[config.mk]
export PLATFORM = sky130hd
export DESIGN_NAME = bba_div
export DESIGN_NICKNAME = d
export VERILOG_FILES = /design/src/rtl/core/bba_pkg.sv /design/src/rtl/core/bba_div.sv
export SDC_FILE = /design/constraint.sdc
export NUM_CORES = 1
export LEC_CHECK = 0
export BUFFER_PORTS_ARGS = -buffer_cell sky130_fd_sc_hd__buf_2
export CORE_MARGIN = 5
export CORE_UTILIZATION = 33
export DETAILED_ROUTE_END_ITERATION = 6
export SYNTH_ARGS = -nofsm -noshare
export SYNTH_HDL_FRONTEND = slang
export SYNTH_SLANG_ARGS = --single-unit
[constraint.sdc]
create_clock -name clk -period 5.8 [get_ports clk]
set_input_delay 0.58 -clock clk [delete_from_list [all_inputs] [get_ports clk]]
set_output_delay 0.58 -clock clk [all_outputs]
set_load 0.1 [all_outputs]
[src/rtl/core/bba_pkg.sv]
// ----------------------------------------------------------------------------
// bba_pkg
// Types, codes and helpers shared by the buddy block allocator.
// ----------------------------------------------------------------------------
`timescale 1ns / 1ps

package bba_pkg;

    localparam int ORDERS_DEF     = 12;
    localparam int ADDR_BITS_DEF  = 16;
    localparam int LIST_DEPTH_DEF = 64;

    localparam int FIELD_W  = 16;
    localparam int SIZE_W   = 17;
    localparam int CFG_IDX_W  = 1;
    localparam int CFG_DATA_W = 17;

    localparam logic [CFG_IDX_W-1:0] CFG_REGION_BASE = 1'd0;
    localparam logic [CFG_IDX_W-1:0] CFG_REGION_SIZE = 1'd1;

    localparam logic [15:0] REGION_BASE_RST = 16'd4096;
    localparam logic [16:0] REGION_SIZE_RST = 17'd2048;

    localparam logic FUNC_ALLOC = 1'b0;
    localparam logic FUNC_FREE  = 1'b1;

    localparam logic [1:0] ST_OK     = 2'd0;
    localparam logic [1:0] ST_NOMEM  = 2'd1;
    localparam logic [1:0] ST_BADPTR = 2'd2;
    localparam logic [1:0] ST_OVF    = 2'd3;

    typedef struct packed {
        logic              func;
        logic [FIELD_W-1:0] request_size;
        logic [FIELD_W-1:0] request_alignment;
        logic [FIELD_W-1:0] free_address;
    } req_t;

    typedef struct packed {
        logic [FIELD_W-1:0] result_address;
        logic [1:0]         status;
    } rsp_t;

    function automatic logic [4:0] bit_length17(input logic [SIZE_W-1:0] v);
        logic [4:0] n;
        n = 5'd0;
        for (int i = 0; i < SIZE_W; i++) begin
            if (v[i]) begin
                n = 5'(i + 1);
            end
        end
        return n;
    endfunction

endpackage

[src/rtl/core/bba_div.sv]
// ----------------------------------------------------------------------------
// bba_div
// Bit-serial restoring remainder unit, one dividend bit per cycle.
// ----------------------------------------------------------------------------
`timescale 1ns / 1ps

module bba_div #(
    parameter int AW = bba_pkg::ADDR_BITS_DEF
) (
    input  logic                        clk,
    input  logic                        rst_n,
    input  logic                        start,
    input  logic [AW-1:0]               dividend,
    input  logic [bba_pkg::FIELD_W-1:0] divisor,
    output logic                        done,
    output logic [bba_pkg::FIELD_W-1:0] rem
);

    localparam int FW = bba_pkg::FIELD_W;
    localparam int CNT_W = $clog2(AW + 1);

    logic              run_reg;
    logic              done_reg;
    logic [CNT_W-1:0]  cnt_reg;
    logic [AW-1:0]     q_reg;
    logic [FW-1:0]     r_reg;
    logic [FW-1:0]     d_reg;
    logic [FW:0]       r_shift;
    logic [FW-1:0]     r_next;

    always_comb
    begin
        r_shift = {r_reg, q_reg[AW-1]};
        if (r_shift >= {1'b0, d_reg})
        begin
            r_next = FW'(r_shift - {1'b0, d_reg});
        end
        else
        begin
            r_next = FW'(r_shift);
        end
    end

    always_ff @(posedge clk or negedge rst_n)
    begin
        if (!rst_n)
        begin
            run_reg  <= 1'b0;
            done_reg <= 1'b0;
            cnt_reg  <= '0;
        end
        else
        begin
            done_reg <= 1'b0;
            if (start)
            begin
                run_reg <= 1'b1;
                cnt_reg <= CNT_W'(AW);
            end
            else if (run_reg)
            begin
                cnt_reg <= cnt_reg - 1'b1;
                if (cnt_reg == CNT_W'(1))
                begin
                    run_reg  <= 1'b0;
                    done_reg <= 1'b1;
                end
            end
        end
    end

    always_ff @(posedge clk)
    begin
        if (start)
        begin
            q_reg <= dividend;
            r_reg <= '0;
            d_reg <= divisor;
        end
        else if (run_reg)
        begin
            q_reg <= q_reg << 1;
            r_reg <= r_next;
        end
    end

    assign done = done_reg;
    assign rem  = r_reg;

endmodule

==> key figures <==
STA
  – Fin crit share: 43.5%
  – Relative max-transition margin: 43.7%
  – FMAX: 396 MHz
  – Least-Margin Pin Slew: 0.845 ns
  – Setup TNS: 0 ns
  – Pins Over Slew Limit: 0
  – Final setup vio count: 0
  – Period minus WS final: 2.52 ns
  – Unrepaired setup endpoints after global routing: no
  – Skew final: 0.0167 ns
  – Endpoints failing hold: 0

Setup path
  – CP required: 6.05 ns
  – Crit path launch type: flop
  – Critical Path AT: 2.78 ns
  – Worst Path Max Fanout: 4
  – Crit path kind: flop to flop
  – Setup crit end kind: flop

Floorplan
  – Core area: 9330 um^2
  – # IOs: 52
  – Initial Util: 34.0%
  – Full die area: 11700 um^2
  – Cell Rows: 35
  – Chip width: 108 um
  – Die height: 108 um

Place
  – # port buffers: 51
  – Cell Area, Placed: 3540 um^2
  – Final HPWL DP: 5190 um
  – Dpl cells: 470
  – Final GP Congestion: 0.821

Cells and area
  – Nets: 402
  – Area Overhead vs Synth: 14.0%
  – Multi-input logic area: 1570 um^2
  – # fillers: 936
  – Reg area: 1460 um^2
  – Finished Cell Area: 3620 um^2
  – Final cell count without fillers: 478
  – Layout cells sized above 1: 25.2%
  – Ant diodes: 0

Synthesis
  – Sequential fraction of the synthesis area: 45.9%
  – Unique masters post-synth: 60
  – Synthesis warning total: 0
  – Post-synthesis cell count: 302
  – Netlist Area Pre-Place: 3170 um^2
  – Register bit total from synthesis: 55
  – Top_reg_cell synth: edfxtp_1
  – Mapped Nets: 356
  – Average size of a mapped cell: 10.5 um^2
  – Synth async-reset ratio: 12.7%
  – EDFF count, synth: 32

Global routing
  – Largest net degree at the start of global routing: 50
  – Initial antenna violation count: 0
  – First-pass GRT wire length: 11600 um
  – Vias in the first global route: 2350
  – Tot GR Track Use: 12.4%
  – Grt total ovfl: 0

Route
  – Drt total wl: 7080 um
  – # DRC: 0
  – Via count: 2386
  – Vias/cell: 4.99
  – DRT antenna net count: 0
  – First DRT Iteration DRCs: 159
  – Pre-antenna DRT Iters: 4
  – WL per Instance: 14.8 um

CTS
  – Post-CTS Resized: 0
  – CTS tree: built
  – Setup Fix Bufs, Post-CTS: 0
  – Htree depth: 2
  – Worst-skew pair later-pin latency: 0.32 ns
  – TritonCTS buffer count: 5
  – Clock Root Buffer: clkbuf_8
  – Clk sink count: 55
  – Buffer depth of the longest clock path: 2
  – Clk slew on worst S/H paths: 0.11 ns
  – CTS Hold Bufs: 0

Worst hold path
  – Worst Hold Class: input port to asynchronous set/reset pin

Pwr
  – Pwr per Cell Area: 476 nW/um^2
  – PnR Total Power: 1.72 mW
  – Leakage: 1.56 nW
  – VDD IR max: 196 uV

Run status
  – Status: complete, no violations

Flow run
  – MaxCap Viol Count: 0
synth_stat cells (2+ instances only):
master / instances / share of area, %
o211ai_1: 5 / 1.2
dfxtp_1: 16 / 10
a31oi_1: 2 / 0.39
nand2_1: 20 / 2.4
o21ai_0: 9 / 1.4
o21ai_1: 2 / 0.32
o31ai_1: 3 / 0.71
nor4_1: 4 / 0.79
nor2_1: 23 / 2.7
and3_1: 4 / 0.79
inv_1: 22 / 2.6
nor2b_1: 2 / 0.39
o21ai_4: 2 / 1.0
ha_1: 18 / 7.1
xor2_1: 6 / 1.7
o21a_1: 2 / 0.47
mux2_2: 15 / 5.3
a21o_1: 5 / 1.2
nand2b_1: 2 / 0.39
mux2i_1: 7 / 2.2
nor3_1: 11 / 1.7
nand4_1: 6 / 1.2
a21oi_1: 14 / 2.2
clkbuf_1: 7 / 0.83
a211o_1: 2 / 0.55
edfxtp_1: 32 / 30
a211oi_1: 9 / 2.1
or3_1: 2 / 0.39
buf_2: 4 / 0.63
or4_1: 3 / 0.71
dfrtp_1: 7 / 5.5
xnor2_1: 6 / 1.7
nand3_1: 3 / 0.47
final timing paths:
kind / start / endpoint / slack [ns] / cells past startpoint
min reg2reg: rem[2] / rem[2] / 0.51 / 2
min in group clk: divisor[15] / d_reg[15] / 0.43 / 1
max reg2reg: q_reg[15] / rem[14] / 3.28 / 10
max in group asynchronous: rst_n / run_reg / 5.55 / 1
max: q_reg[15] / rem[14] / 3.28 / 10
min: rst_n / cnt_reg[1] / 0.09 / 1
placed cells by master, fill, tap and decap left out, types with 3 or more instances in the layout:
| master | count |
|---|---|
| dfrtp_1 | 7 |
| nor2_1 | 23 |
| buf_2 | 51 |
| clkbuf_8 | 5 |
| and3_1 | 4 |
| a21oi_1 | 14 |
| edfxtp_1 | 32 |
| clkinv_2 | 3 |
| o211ai_1 | 5 |
| xor2_1 | 6 |
| a211oi_1 | 9 |
| nand2_1 | 20 |
| o31ai_1 | 3 |
| nand4_1 | 6 |
| nor4_1 | 4 |
| nand3_1 | 3 |
| nor3_1 | 11 |
| or4_1 | 3 |
| mux2_2 | 15 |
| mux2i_1 | 7 |
| ha_1 | 18 |
| dfxtp_1 | 16 |
| inv_1 | 22 |
| o21ai_0 | 9 |
| xnor2_1 | 6 |
| a21o_1 | 5 |
report_power, final:
group	switching, mW	internal (mW)	total, mW
Clock	0.129	0.0832	0.212
Sequential	0.0677	0.497	0.565
Combinational	0.654	0.292	0.945
Total	0.850	0.872	1.72
metrics by stage:
step | utilization [%] | setup slack (ns) | hold slack (ns)
after floorplan | - | 2.98 | 0.284
after global placement | 37.9 | 3.30 | 0.426
after detailed placement | 37.9 | 3.32 | 0.426
after CTS | 38.8 | 3.28 | 0.0826
after global routing | 38.8 | 3.10 | 0.0816
final | 38.8 | 3.28 | 0.0919
metal layers:
metal	GRT usage (%)	routed length, um	part of all wire [%]
met5	0	0	0
met4	5.14	152	2.1
met3	2.87	326	4.6
met2	19.8	3320	47
met1	16.3	3280	46
critical path: stages (launching register included):
cell and delay [ns]:
edfxtp_1 0.41, inv_1 0.07, ha_1 0.17, inv_1 0.06, fa_1 0.41, a21o_1 0.26, a221oi_2 0.33, o21bai_1 0.14
a21o_1 0.20, a211o_1 0.30, o21ai_1 0.11
cell families (layout without fill, tap and decap cells):
logic type                 after synthesis  count (layout)  synth area share [%]
and+or+nand+nor                         87              87                  13.8
AOI/OAI and AO/OA                       72              72                  17.2
DFF                                     55              55                  45.9
buffers and inverters                   35              82                  4.57
muxes                                   22              22                  7.53
adders and majority gates               19              19                  7.73
xor gates and xnor gates                12              12                  3.31
area by class of cell:
type | count | share of cell area, %
clock buffer | 5 | 1.90
clock inverter | 3 | 0.415
inverter | 22 | 2.28
multi-input combinational | 212 | 43.4
sequential | 55 | 40.2
tap | 129 | 4.46
timing repair buffer | 52 | 7.26
Note: power is estimated with default switching activity, not from simulation.
